## src/assert_macros.svh

```systemverilog
// ----------------------------------------------------------------------------
// Assertion macros
// Shared concurrent assertion wrappers; they expand to nothing in synthesis.
// ----------------------------------------------------------------------------
`ifndef ASSERT_MACROS_SVH
`define ASSERT_MACROS_SVH

`ifndef SYNTHESIS
// Flag a condition that must never be true at a clock edge.
`define ASSERT_NEVER(label, clk, rst_n, cond, msg) \
  label: assert property (@(posedge clk) disable iff (!rst_n) !(cond)) else $error(msg);
// Check a property sampled on the rising clock edge.
`define ASSERT_PROP(label, clk, rst_n, prop, msg) \
  label: assert property (@(posedge clk) disable iff (!rst_n) prop) else $error(msg);
`else
`define ASSERT_NEVER(label, clk, rst_n, cond, msg)
`define ASSERT_PROP(label, clk, rst_n, prop, msg)
`endif

`endif

```

## src/ndsg_pkg.sv

```systemverilog
// ----------------------------------------------------------------------------
// ndsg_pkg
// Types and constants shared by the slice gather address generator.
// ----------------------------------------------------------------------------
package ndsg_pkg;

  localparam int MAX_DIMS      = 4;
  localparam int MAX_LIST_LEN  = 16;
  localparam int INDEX_BITS    = 12;

  localparam int DIM_BITS      = $clog2(MAX_DIMS);
  localparam int POS_BITS      = $clog2(MAX_LIST_LEN);
  localparam int LEN_BITS      = $clog2(MAX_LIST_LEN + 1);
  localparam int DIMS_W        = $clog2(MAX_DIMS + 1);
  localparam int RAM_DEPTH     = MAX_DIMS * MAX_LIST_LEN;
  localparam int RAM_ADDR_BITS = DIM_BITS + POS_BITS;

  localparam int EXT_BITS      = 13;
  localparam int SRC_BITS      = 48;
  localparam int DEST_BITS     = 16;
  localparam int WVAL_BITS     = 12;
  localparam int CFG_DIMS_BITS = 3;
  localparam int CFG_ADDR_BITS = 5;
  localparam int CFG_IDX_BITS  = CFG_ADDR_BITS - 2;
  localparam int CFG_DATA_BITS = 32;

  localparam int QUEUE_DEPTH   = 2;
  localparam int QPTR_BITS     = $clog2(QUEUE_DEPTH);
  localparam int QCNT_BITS     = $clog2(QUEUE_DEPTH + 1);

  // Input operation codes
  localparam logic [1:0] OP_WRITE_ENTRY = 2'd0;
  localparam logic [1:0] OP_SET_LEN     = 2'd1;
  localparam logic [1:0] OP_REWIND      = 2'd2;
  localparam logic [1:0] OP_STEP        = 2'd3;

  // Configuration register indexes
  localparam logic [CFG_IDX_BITS-1:0] REG_DIMS = 3'd0;
  localparam logic [CFG_IDX_BITS-1:0] REG_EXT0 = 3'd1;
  localparam logic [CFG_IDX_BITS-1:0] REG_EXT1 = 3'd2;
  localparam logic [CFG_IDX_BITS-1:0] REG_EXT2 = 3'd3;
  localparam logic [CFG_IDX_BITS-1:0] REG_EXT3 = 3'd4;

  typedef struct packed {
    logic [1:0]  operation;
    logic [1:0]  dim_select;
    logic [3:0]  list_position;
    logic [11:0] write_value;
  } in_item_t;

  typedef struct packed {
    logic [SRC_BITS-1:0]  src_offset;
    logic [DEST_BITS-1:0] dest_offset;
    logic                 out_of_range;
    logic                 last;
  } out_item_t;

  typedef logic [MAX_DIMS-1:0][EXT_BITS-1:0] ext_vec_t;
  typedef logic [MAX_DIMS-1:0][POS_BITS-1:0] pos_vec_t;

  // One step waiting for the offset datapath
  typedef struct packed {
    pos_vec_t             pos;
    logic [DEST_BITS-1:0] dest;
    logic                 last;
  } job_t;

  typedef struct packed {
    logic                     we;
    logic [RAM_ADDR_BITS-1:0] addr;
    logic [INDEX_BITS-1:0]    data;
  } ram_wr_t;

  typedef struct packed {
    logic q_full;
    logic drained;
  } front_stall_t;

endpackage

```

## src/ndsg_ram.sv

```systemverilog
// ----------------------------------------------------------------------------
// ndsg_ram
// Generic simple dual-port RAM: one write port, one registered read port.
// ----------------------------------------------------------------------------
module ndsg_ram #(
  parameter int WIDTH = 8,
  parameter int DEPTH = 16
) (
  input  logic                     clk,
  input  logic                     we,
  input  logic [$clog2(DEPTH)-1:0] waddr,
  input  logic [WIDTH-1:0]         wdata,
  input  logic [$clog2(DEPTH)-1:0] raddr,
  output logic [WIDTH-1:0]         rdata
);

  logic [WIDTH-1:0] mem_r [DEPTH];

  always_ff @(posedge clk) begin
    if (we) begin
      mem_r[waddr] <= wdata;
    end
    rdata <= mem_r[raddr];
  end

endmodule

```

## src/ndsg_queue.sv

```systemverilog
// ----------------------------------------------------------------------------
// ndsg_queue
// Short job queue between the odometer front and the offset back end.
// ----------------------------------------------------------------------------
`include "assert_macros.svh"

module ndsg_queue (
  input  logic          clk,
  input  logic          rst_n,
  input  logic          push,
  input  ndsg_pkg::job_t din,
  output logic          full,
  input  logic          pop,
  output ndsg_pkg::job_t dout,
  output logic          empty
);
  import ndsg_pkg::*;

  job_t                 mem_r [QUEUE_DEPTH];
  logic [QPTR_BITS-1:0] rd_ptr_r, rd_ptr_nxt;
  logic [QPTR_BITS-1:0] wr_ptr_r, wr_ptr_nxt;
  logic [QCNT_BITS-1:0] cnt_r, cnt_nxt;
  logic                 do_push, do_pop;

  assign full    = (cnt_r == QCNT_BITS'(QUEUE_DEPTH));
  assign empty   = (cnt_r == '0);
  assign do_push = push && !full;
  assign do_pop  = pop && !empty;
  assign dout    = mem_r[rd_ptr_r];

  always_comb begin
    wr_ptr_nxt = wr_ptr_r;
    rd_ptr_nxt = rd_ptr_r;
    cnt_nxt    = cnt_r;
    if (do_push) begin
      wr_ptr_nxt = (wr_ptr_r == QPTR_BITS'(QUEUE_DEPTH - 1)) ? '0 : wr_ptr_r + 1'b1;
    end
    if (do_pop) begin
      rd_ptr_nxt = (rd_ptr_r == QPTR_BITS'(QUEUE_DEPTH - 1)) ? '0 : rd_ptr_r + 1'b1;
    end
    if (do_push && !do_pop) begin
      cnt_nxt = cnt_r + 1'b1;
    end else if (do_pop && !do_push) begin
      cnt_nxt = cnt_r - 1'b1;
    end
  end

  always_ff @(posedge clk) begin
    if (!rst_n) begin
      wr_ptr_r <= '0;
      rd_ptr_r <= '0;
      cnt_r    <= '0;
    end else begin
      wr_ptr_r <= wr_ptr_nxt;
      rd_ptr_r <= rd_ptr_nxt;
      cnt_r    <= cnt_nxt;
    end
  end

  always_ff @(posedge clk) begin
    if (do_push) begin
      mem_r[wr_ptr_r] <= din;
    end
  end

  `ASSERT_NEVER(a_q_push_full, clk, rst_n, push && full, "job pushed into full queue")
  `ASSERT_NEVER(a_q_pop_empty, clk, rst_n, pop && empty, "job popped from empty queue")

endmodule

```

## src/ndsg_front.sv

```systemverilog
// ----------------------------------------------------------------------------
// ndsg_front
// Input stage: holds one transaction, applies list writes, lengths, rewinds
// and advances the odometer, and queues steps for the offset datapath.
// ----------------------------------------------------------------------------
module ndsg_front (
  input  logic                         clk,
  input  logic                         rst_n,
  input  ndsg_pkg::in_item_t           in_data,
  input  logic                         push,
  output logic                         full,
  input  logic [ndsg_pkg::DIMS_W-1:0]  dims,
  input  ndsg_pkg::front_stall_t       stall,
  output logic                         q_push,
  output ndsg_pkg::job_t               q_din,
  output ndsg_pkg::ram_wr_t            ram_wr
);
  import ndsg_pkg::*;

  in_item_t                           hold_r, hold_nxt;
  logic                               hold_v_r, hold_v_nxt;
  pos_vec_t                           pos_r, pos_nxt, pos_step;
  logic [MAX_DIMS-1:0][LEN_BITS-1:0]  len_r, len_nxt;
  logic [DEST_BITS-1:0]               dest_r, dest_nxt;
  logic                               carry;
  logic                               proceed;
  logic                               accept;
  logic [LEN_BITS-1:0]                new_len;

  // List writes wait until no queued or running step can still read the list
  always_comb begin
    case (hold_r.operation)
      OP_WRITE_ENTRY: proceed = hold_v_r && stall.drained;
      OP_STEP:        proceed = hold_v_r && !stall.q_full;
      default:        proceed = hold_v_r;
    endcase
  end

  assign full   = hold_v_r && !proceed;
  assign accept = push && !full;

  always_comb begin
    hold_nxt   = accept ? in_data : hold_r;
    hold_v_nxt = accept ? 1'b1 : (proceed ? 1'b0 : hold_v_r);
  end

  // Odometer advance, last dimension fastest
  always_comb begin
    logic [LEN_BITS-1:0] v;
    logic                c;
    c        = 1'b1;
    pos_step = pos_r;
    for (int i = MAX_DIMS - 1; i >= 0; i--) begin
      v = LEN_BITS'(pos_r[i]) + LEN_BITS'(c);
      if (i < int'(dims)) begin
        if (v >= len_r[i]) begin
          pos_step[i] = '0;
          c           = 1'b1;
        end else begin
          pos_step[i] = v[POS_BITS-1:0];
          c           = 1'b0;
        end
      end
    end
    carry = c;
  end

  // Clamp a new list length to 1..MAX_LIST_LEN
  always_comb begin
    if (hold_r.write_value == '0) begin
      new_len = LEN_BITS'(1);
    end else if (hold_r.write_value > WVAL_BITS'(MAX_LIST_LEN)) begin
      new_len = LEN_BITS'(MAX_LIST_LEN);
    end else begin
      new_len = hold_r.write_value[LEN_BITS-1:0];
    end
  end

  always_comb begin
    pos_nxt  = pos_r;
    len_nxt  = len_r;
    dest_nxt = dest_r;
    if (proceed) begin
      case (hold_r.operation)
        OP_SET_LEN: begin
          len_nxt[hold_r.dim_select[DIM_BITS-1:0]] = new_len;
        end
        OP_REWIND: begin
          pos_nxt  = '0;
          dest_nxt = '0;
        end
        OP_STEP: begin
          if (carry) begin
            pos_nxt  = '0;
            dest_nxt = '0;
          end else begin
            pos_nxt  = pos_step;
            dest_nxt = dest_r + 1'b1;
          end
        end
        default: ;
      endcase
    end
  end

  assign ram_wr.we   = proceed && (hold_r.operation == OP_WRITE_ENTRY);
  assign ram_wr.addr = {hold_r.dim_select[DIM_BITS-1:0], hold_r.list_position[POS_BITS-1:0]};
  assign ram_wr.data = hold_r.write_value[INDEX_BITS-1:0];

  assign q_push     = proceed && (hold_r.operation == OP_STEP);
  assign q_din.pos  = pos_r;
  assign q_din.dest = dest_r;
  assign q_din.last = carry;

  always_ff @(posedge clk) begin
    if (!rst_n) begin
      hold_v_r <= 1'b0;
      pos_r    <= '0;
      dest_r   <= '0;
      for (int i = 0; i < MAX_DIMS; i++) begin
        len_r[i] <= LEN_BITS'(1);
      end
    end else begin
      hold_v_r <= hold_v_nxt;
      pos_r    <= pos_nxt;
      dest_r   <= dest_nxt;
      len_r    <= len_nxt;
    end
  end

  always_ff @(posedge clk) begin
    hold_r <= hold_nxt;
  end

endmodule

```

## src/ndsg_back.sv

```systemverilog
// ----------------------------------------------------------------------------
// ndsg_back
// Offset datapath: one list lookup and one Horner multiply-add per dimension,
// then a result register toward the output queue interface.
// ----------------------------------------------------------------------------
`include "assert_macros.svh"

module ndsg_back (
  input  logic                                clk,
  input  logic                                rst_n,
  input  logic                                q_empty,
  input  ndsg_pkg::job_t                      q_dout,
  output logic                                q_pop,
  input  logic [ndsg_pkg::DIMS_W-1:0]         dims,
  input  ndsg_pkg::ext_vec_t                  ext,
  output logic [ndsg_pkg::RAM_ADDR_BITS-1:0]  ram_raddr,
  input  logic [ndsg_pkg::INDEX_BITS-1:0]     ram_rdata,
  output ndsg_pkg::out_item_t                 out_data,
  output logic                                empty,
  input  logic                                pop,
  output logic                                busy
);
  import ndsg_pkg::*;

  localparam logic [1:0] B_IDLE = 2'd0;
  localparam logic [1:0] B_RUN  = 2'd1;
  localparam logic [1:0] B_DONE = 2'd2;

  logic [1:0]                   state_r, state_nxt;
  logic [DIM_BITS-1:0]          cnt_r, cnt_nxt, cnt_inc;
  job_t                         job_r, job_nxt;
  logic [SRC_BITS-1:0]          acc_r, acc_nxt;
  logic                         oor_r, oor_nxt;
  logic                         out_v_r, out_v_nxt;
  out_item_t                    out_r, out_nxt;
  logic [EXT_BITS-1:0]          ext_cur;
  logic [SRC_BITS+EXT_BITS-1:0] prod;
  logic                         last_dim;
  logic                         out_free;

  assign cnt_inc  = cnt_r + 1'b1;
  assign last_dim = (DIMS_W'(cnt_r) + DIMS_W'(1)) == dims;
  assign ext_cur  = ext[cnt_r];
  assign prod     = acc_r * ext_cur;
  assign out_free = !out_v_r || pop;

  always_comb begin
    state_nxt = state_r;
    cnt_nxt   = cnt_r;
    job_nxt   = job_r;
    acc_nxt   = acc_r;
    oor_nxt   = oor_r;
    out_nxt   = out_r;
    out_v_nxt = out_v_r && !pop;
    q_pop     = 1'b0;
    ram_raddr = '0;
    case (state_r)
      B_IDLE: begin
        if (!q_empty) begin
          q_pop     = 1'b1;
          job_nxt   = q_dout;
          cnt_nxt   = '0;
          oor_nxt   = 1'b0;
          ram_raddr = {DIM_BITS'(0), q_dout.pos[0]};
          state_nxt = B_RUN;
        end
      end
      B_RUN: begin
        if (cnt_r == '0) begin
          acc_nxt = SRC_BITS'(ram_rdata);
        end else begin
          acc_nxt = prod[SRC_BITS-1:0] + SRC_BITS'(ram_rdata);
        end
        oor_nxt = oor_r || (EXT_BITS'(ram_rdata) >= ext_cur);
        if (last_dim) begin
          state_nxt = B_DONE;
        end else begin
          cnt_nxt   = cnt_inc;
          ram_raddr = {cnt_inc, job_r.pos[cnt_inc]};
        end
      end
      B_DONE: begin
        if (out_free) begin
          out_nxt.src_offset   = acc_r;
          out_nxt.dest_offset  = job_r.dest;
          out_nxt.out_of_range = oor_r;
          out_nxt.last         = job_r.last;
          out_v_nxt            = 1'b1;
          state_nxt            = B_IDLE;
        end
      end
      default: begin
        state_nxt = B_IDLE;
      end
    endcase
  end

  assign busy     = (state_r != B_IDLE);
  assign empty    = !out_v_r;
  assign out_data = out_r;

  always_ff @(posedge clk) begin
    if (!rst_n) begin
      state_r <= B_IDLE;
      out_v_r <= 1'b0;
    end else begin
      state_r <= state_nxt;
      out_v_r <= out_v_nxt;
    end
  end

  always_ff @(posedge clk) begin
    cnt_r <= cnt_nxt;
    job_r <= job_nxt;
    acc_r <= acc_nxt;
    oor_r <= oor_nxt;
    out_r <= out_nxt;
  end

  `ASSERT_NEVER(a_cnt_in_range, clk, rst_n, (state_r == B_RUN) && (DIMS_W'(cnt_r) >= dims), "dimension counter beyond dimensions in use")
  `ASSERT_PROP(a_done_delivers, clk, rst_n, (state_r == B_DONE) && out_free |=> !empty, "finished offset not presented")

endmodule

```

## src/nd_slice_gather_address_generator.sv

```systemverilog
// ----------------------------------------------------------------------------
// nd_slice_gather_address_generator
// Row-major gather offset generator for an N-dimensional slice.
// ----------------------------------------------------------------------------
// A step passes the hold register, the job queue, the back-end lookup loop
// and the result register. List, length and rewind transactions are applied
// from the hold register (a list write first waits for queued and running
// steps to drain); steps share one lookup and multiply-add loop, one at a time.
// Reset (synchronous, rst_n low): one dimension, extents one, list lengths one,
// walk at zero; index lists keep their contents and must be written before use.
// ----------------------------------------------------------------------------
`include "assert_macros.svh"

module nd_slice_gather_address_generator (
  input  logic                                 clk,
  input  logic                                 rst_n,
  // input transaction queue side
  input  logic                                 push,
  output logic                                 full,
  input  ndsg_pkg::in_item_t                   in_data,
  // result queue side
  output logic                                 empty,
  input  logic                                 pop,
  output ndsg_pkg::out_item_t                  out_data,
  // configuration port
  input  logic                                 psel,
  input  logic                                 penable,
  input  logic                                 pwrite,
  input  logic [ndsg_pkg::CFG_ADDR_BITS-1:0]   paddr,
  input  logic [ndsg_pkg::CFG_DATA_BITS-1:0]   pwdata,
  output logic [ndsg_pkg::CFG_DATA_BITS-1:0]   prdata,
  output logic                                 pready
);
  import ndsg_pkg::*;

  // Configuration registers
  logic [CFG_DIMS_BITS-1:0] dims_r;
  ext_vec_t                 ext_r;
  logic [DIMS_W-1:0]        dims_eff;
  logic                     cfg_wr;
  logic [CFG_IDX_BITS-1:0]  reg_idx;

  // Front to back plumbing
  logic                     q_push, q_pop, q_full, q_empty;
  job_t                     q_din, q_dout;
  ram_wr_t                  ram_wr;
  logic [RAM_ADDR_BITS-1:0] ram_raddr;
  logic [INDEX_BITS-1:0]    ram_rdata;
  logic                     back_busy;
  front_stall_t             stall;

  assign pready  = 1'b1;
  assign cfg_wr  = psel && penable && pwrite && pready;
  assign reg_idx = paddr[CFG_ADDR_BITS-1:2];

  // Clamp the dimension count: zero acts as one, anything above the maximum
  // acts as the maximum.
  always_comb begin
    if (dims_r == '0) begin
      dims_eff = DIMS_W'(1);
    end else if (dims_r > CFG_DIMS_BITS'(MAX_DIMS)) begin
      dims_eff = DIMS_W'(MAX_DIMS);
    end else begin
      dims_eff = DIMS_W'(dims_r);
    end
  end

  // Register writes; an address past the register list drops the write
  always_ff @(posedge clk) begin
    if (!rst_n) begin
      dims_r <= CFG_DIMS_BITS'(1);
      for (int i = 0; i < MAX_DIMS; i++) begin
        ext_r[i] <= EXT_BITS'(1);
      end
    end else if (cfg_wr) begin
      case (reg_idx)
        REG_DIMS: dims_r   <= pwdata[CFG_DIMS_BITS-1:0];
        REG_EXT0: ext_r[0] <= pwdata[EXT_BITS-1:0];
        REG_EXT1: ext_r[1] <= pwdata[EXT_BITS-1:0];
        REG_EXT2: ext_r[2] <= pwdata[EXT_BITS-1:0];
        REG_EXT3: ext_r[3] <= pwdata[EXT_BITS-1:0];
        default: ;
      endcase
    end
  end

  // Read back the stored register value
  always_comb begin
    case (reg_idx)
      REG_DIMS: prdata = CFG_DATA_BITS'(dims_r);
      REG_EXT0: prdata = CFG_DATA_BITS'(ext_r[0]);
      REG_EXT1: prdata = CFG_DATA_BITS'(ext_r[1]);
      REG_EXT2: prdata = CFG_DATA_BITS'(ext_r[2]);
      REG_EXT3: prdata = CFG_DATA_BITS'(ext_r[3]);
      default:  prdata = '0;
    endcase
  end

  // Hold list writes while any step is queued or in the back end, so a step
  // always sees the lists as they stood when it was accepted.
  assign stall.q_full  = q_full;
  assign stall.drained = q_empty && !back_busy;

  ndsg_front u_front (
    .clk     (clk),
    .rst_n   (rst_n),
    .in_data (in_data),
    .push    (push),
    .full    (full),
    .dims    (dims_eff),
    .stall   (stall),
    .q_push  (q_push),
    .q_din   (q_din),
    .ram_wr  (ram_wr)
  );

  ndsg_queue u_queue (
    .clk   (clk),
    .rst_n (rst_n),
    .push  (q_push),
    .din   (q_din),
    .full  (q_full),
    .pop   (q_pop),
    .dout  (q_dout),
    .empty (q_empty)
  );

  // Index lists: one row of MAX_LIST_LEN entries per dimension
  ndsg_ram #(
    .WIDTH (INDEX_BITS),
    .DEPTH (RAM_DEPTH)
  ) u_lists (
    .clk   (clk),
    .we    (ram_wr.we),
    .waddr (ram_wr.addr),
    .wdata (ram_wr.data),
    .raddr (ram_raddr),
    .rdata (ram_rdata)
  );

  ndsg_back u_back (
    .clk       (clk),
    .rst_n     (rst_n),
    .q_empty   (q_empty),
    .q_dout    (q_dout),
    .q_pop     (q_pop),
    .dims      (dims_eff),
    .ext       (ext_r),
    .ram_raddr (ram_raddr),
    .ram_rdata (ram_rdata),
    .out_data  (out_data),
    .empty     (empty),
    .pop       (pop),
    .busy      (back_busy)
  );

  `ASSERT_NEVER(a_list_write_hazard, clk, rst_n, ram_wr.we && (back_busy || !q_empty), "index list written while a step is pending")

endmodule
```

## config.mk

```make
export PLATFORM = sky130hd
export DESIGN_NAME = nd_slice_gather_address_generator
export DESIGN_NICKNAME = d
export VERILOG_FILES = /design/src/ndsg_pkg.sv /design/src/ndsg_ram.sv /design/src/ndsg_queue.sv /design/src/ndsg_front.sv /design/src/ndsg_back.sv /design/src/nd_slice_gather_address_generator.sv
export VERILOG_INCLUDE_DIRS = /design/src /design/src/src
export SDC_FILE = /design/constraint.sdc
export NUM_CORES = 2
export LEC_CHECK = 0
export BUFFER_PORTS_ARGS = -buffer_cell sky130_fd_sc_hd__clkbuf_2
export CELL_PAD_IN_SITES_DETAIL_PLACEMENT = 0
export CELL_PAD_IN_SITES_GLOBAL_PLACEMENT = 1
export CORE_UTILIZATION = 35
export CTS_CLUSTER_DIAMETER = 150
export DETAILED_ROUTE_END_ITERATION = 6
export HOLD_SLACK_MARGIN = 0.02
export PLACE_DENSITY_LB_ADDON = 0.1
export SETUP_SLACK_MARGIN = 0.1
export SLEW_MARGIN = 20
export SYNTH_ARGS = -nofsm -noshare
export SYNTH_HDL_FRONTEND = slang
export SYNTH_SLANG_ARGS = --single-unit
```

## constraint.sdc

```tcl
create_clock -name clk -period 22.3 [get_ports clk]
set_input_delay 2.23 -clock clk [delete_from_list [all_inputs] [get_ports clk]]
set_output_delay 2.23 -clock clk [all_outputs]
set_load 0.02 [all_outputs]
```

==> run_results.csv <==
group,metric,value,unit
run_status,status,"completed",
cells_and_area,layout.nets,6034,
hold_path,hp-class,"reg -> reg",
synth,synth_fa_ha_area_share,17.4,%
clocking,cts_buffers,138,
die,die_y,423,um
power_and_ir_drop,power.density,108,nW/um^2
power_and_ir_drop,power_switching,2.90,mW
detailed_routing,drt_wl_total,174000,um
worst_setup_path,crit_path_end_kind,"register",
worst_setup_path,critPathRequiredTime,22.79,ns
synth,ys_ff_latch,1132,
clocking,post-cts-setup-buffers,0,
place,place.gp.congestion,0.774,
timing,fmaxAchievable,118,MHz
detailed_routing,drt-initial-drc-count,2334,
synth,yosysTopAreaCell,"edfxtp_1",
timing,hold_viol,0,
clocking,clk_pin_slew,0.06,ns
synth,ys_warn_count,0,
synth,synth-xor-area-share,0.934,%
timing,slew_headroom,17.4,%
detailed_routing,via_per_inst,5.02,
timing,whs,0.413,ns
clocking,clk_latency,0.77,ns
synth,synth.area.top_cells,"edfxtp_1 (49%), fa_1 (14%), nand2_1 (6.2%)",
power_and_ir_drop,power.share.sequential,36.5,%
power_and_ir_drop,power.leakage,25.6,nW
synth,synthFlopType,"edfxtp_1",
power_and_ir_drop,intPower,4.62,mW
place,dp_slack,13.81,ns
cells_and_area,fillers,17089,
detailed_routing,dr.pass1.iters,7,
global_routing,grt_max_degree,154,
power_and_ir_drop,ir_worst_vdd,76.8,uV
synth,synth.avg_cell_area,11.8,um^2
synth,synth-edff-count,1004,
die,design.portCount,165,
synth,synth_top_family_by_area,"adder cells",
worst_setup_path,crit_path_max_fanout,41,
worst_setup_path,path_common_cell,"fa_1",
global_routing,grt-ovfl-total,0,
global_routing,grt_usage,19.6,%
synth,syn_inst,5266,
power_and_ir_drop,switching_share,38.6,%
timing,finalCritPeriodShare,37.9,%
global_routing,grt_pass1_wl,263000,um
detailed_routing,ant_nets,0,
timing,slew_viol_final,0,
cells_and_area,drive_gt1_share,10.2,%
place,io_buffers,123,
power_and_ir_drop,combinationalPowerShare,34.6,%
worst_setup_path,critical_path_class,"reg -> reg",
synth,syn-cell-area,62000,um^2
cells_and_area,area_delta_synth_final,12.5,%
global_routing,grt_pass1_vias,39757,
worst_setup_path,worstPathArrival,8.95,ns
worst_setup_path,critPathMaxStageDelay,0.95,ns
timing,rsz0062_at_grt,"false",
clocking,htreeDepth,4,
global_routing,antenna_found_initial,5,
synth,muxShareOfSynthArea,4.14,%
synth,synth-seq-area-share,52.7,%
timing,period_minus_slack,8.46,ns
timing,worst_slack,13.84,ns
worst_setup_path,crit_chain,"inv_1 > mux2_2 > buf_4 > nand2b_1 > fa_1 > fa_1 > inv_1 > fa_1 > inv_1 > fa_1 > inv_1 > fa_1 > ha_1 > ha_1 > a21o_1 > a31o_2 > a221oi_1 > nand2_1 > a2111oi_2 > or3_1 > a31o_2 > mux2_1",
clocking,cts_hold_buf,0,
place,dp_hpwl,114000,um
flow_run,max_cap_violations,0,
worst_setup_path,ff2ff_setup_slack,13.84,ns
synth,synth_compound_area_share,5.74,%
worst_setup_path,crit_slowest_cell,"edfxtp_1",
timing,skew,0.0470,ns
clocking,cts_tree,"done",
clocking,root_buffer,"clkbuf_16",
timing,tightestPinTransition,1.21,ns
detailed_routing,wire_per_inst,22.3,um
timing,fin_tns_setup,0,ns
synth,yosys.area_share.simple,14.2,%
detailed_routing,vias,39226,
power_and_ir_drop,pwr-share-clk,28.9,%
detailed_routing,drc,0,
die,die_width,423,um
die,start_util,35.2,%
clocking,clock_path_buffers,3,
die,std_cell_rows,154,
die,dieArea,179000,um^2
synth,synthArstFlopShare,0,%
synth,yosysTopAreaCellShare,48.6,%
clocking,cts-resized-gates,0,
worst_setup_path,startpoint_type,"register",
die,coreArea,176000,um^2
synth,ys_types,87,
clocking,clock-sinks,1132,
timing,final-setup-viol-count,0,
sequential cells by signal, indices dropped and copies added (netlist names), named ones only:
| register | count |
|---|---|
| dims_r | 3 |
| ext_r | 52 |
| u_back.acc_r | 48 |
| u_back.cnt_r | 2 |
| u_back.job_r | 33 |
| u_back.oor_r | 1 |
| u_back.out_data | 66 |
| u_back.out_v_r | 1 |
| u_back.state_r | 2 |
| u_front.dest_r | 16 |
| u_front.hold_r | 2 |
| u_front.hold_v_r | 1 |
| u_front.len_r | 20 |
| u_front.q_din | 16 |
| u_front.ram_wr | 18 |
| u_lists.mem_r | 768 |
| u_lists.rdata | 12 |
| u_queue.cnt_r | 2 |
| u_queue.mem_r | 66 |
| u_queue.rd_ptr_r | 1 |
| u_queue.wr_ptr_r | 1 |
cell usage in the layout (no fill, tap or decap), drive strengths merged, types with 30 or more instances in the layout:
| master | netlist | layout |
|---|---|---|
| edfxtp | 1004 | 1004 |
| nand2 | 1030 | 1030 |
| a21o | 47 | 47 |
| fa | 441 | 441 |
| ha | 158 | 158 |
| and3 | 30 | 30 |
| and2 | 102 | 102 |
| buf | 122 | 138 |
| mux2 | 57 | 57 |
| nor3 | 63 | 63 |
| xnor2 | 40 | 40 |
| clkinv | 1 | 49 |
| dfxtp | 128 | 128 |
| nor2 | 252 | 252 |
| clkbuf | 192 | 306 |
| nor2b | 133 | 133 |
| inv | 412 | 418 |
| o21ai | 66 | 66 |
| mux2i | 163 | 163 |
| a21oi | 193 | 193 |
| nand3 | 283 | 283 |
routing by layer:
metal  routed length, um  global-route usage, %
met1               82500                   27.9
met2               82400                   31.6
met3                5970                   2.62
met4                3580                   4.63
met5                   7                      0
critical path, delay by kind of cell (launching register included):
kind / cells / cell delay [ns]
adder cells (fa/ha/maj): 7 / 3.12
buffers and inverters: 5 / 0.96
multiplexers: 2 / 0.62
AO/OA/AOI/OAI: 5 / 1.81
AND/OR/NAND/NOR: 3 / 0.72
flip-flops: 1 / 0.95
area by class of cell:
type	count	area [um^2]	area share [%]
sequential	1132	32700	46.9
multi-input combinational	3425	26500	38.0
clock buffer	183	3690	5.29
tap	2340	2930	4.20
timing repair buffer	261	1680	2.40
inverter	413	1550	2.22
clock inverter	62	659	0.945
antenna	2	5.00	0.00717
through the flow:
| stage | util (%) | cell area [um^2] | instances | power, mW |
|---|---|---|---|---|
| floorplan | - | 62100 | 5284 | 4.43 |
| global placement | 37.1 | 65400 | 7570 | 5.43 |
| detailed placement | 37.1 | 65400 | 7571 | 5.43 |
| CTS | 39.6 | 69700 | 7816 | 7.64 |
| global route | 39.6 | 69800 | 7816 | 7.96 |
| finish | 39.6 | 69800 | 7818 | 7.52 |
cell families (layout without fill, tap and decap cells):
logic type,Yosys count,after routing
flops,1132,1132
compound gates,529,529
simple gates,1981,1981
buf+inv,727,919
mux,233,233
fa+ha+maj,599,599
other cells,2,22
xor+xnor,63,63
worst paths after layout:
| kind | endpoint | cells after the start | start |
|---|---|---|---|
| setup / recovery | u_back.acc_r[40] | 22 | u_back.cnt_r[1] |
| hold / removal | u_back.out_data[12] | 0 | u_back.job_r[11] |
| setup reg to reg | u_back.acc_r[40] | 22 | u_back.cnt_r[1] |
| hold reg to reg | u_back.out_data[12] | 0 | u_back.job_r[11] |
power groups by stage:
| stage | Clock, mW | Sequential (mW) | Combinational, mW |
|---|---|---|---|
| floorplan | 0 | 2.62 | 1.81 |
| global placement | 0 | 2.79 | 2.64 |
| detailed placement | 0 | 2.79 | 2.64 |
| CTS | 2.24 | 2.75 | 2.66 |
| global route | 2.32 | 2.76 | 2.89 |
| finish | 2.17 | 2.74 | 2.60 |
synthesized netlist by cell type, types with 55 or more instances:
cell,count
and2_1,101
nor2b_1,133
a21oi_1,193
dfxtp_1,128
mux2i_1,163
mux2_2,55
nor2_1,252
nor3_1,63
fa_1,441
nand2_1,1030
nand3_1,283
buf_2,58
o21ai_0,61
edfxtp_1,1004
ha_1,158
clkbuf_1,192
inv_1,412
(Power assumes the default switching activity.)
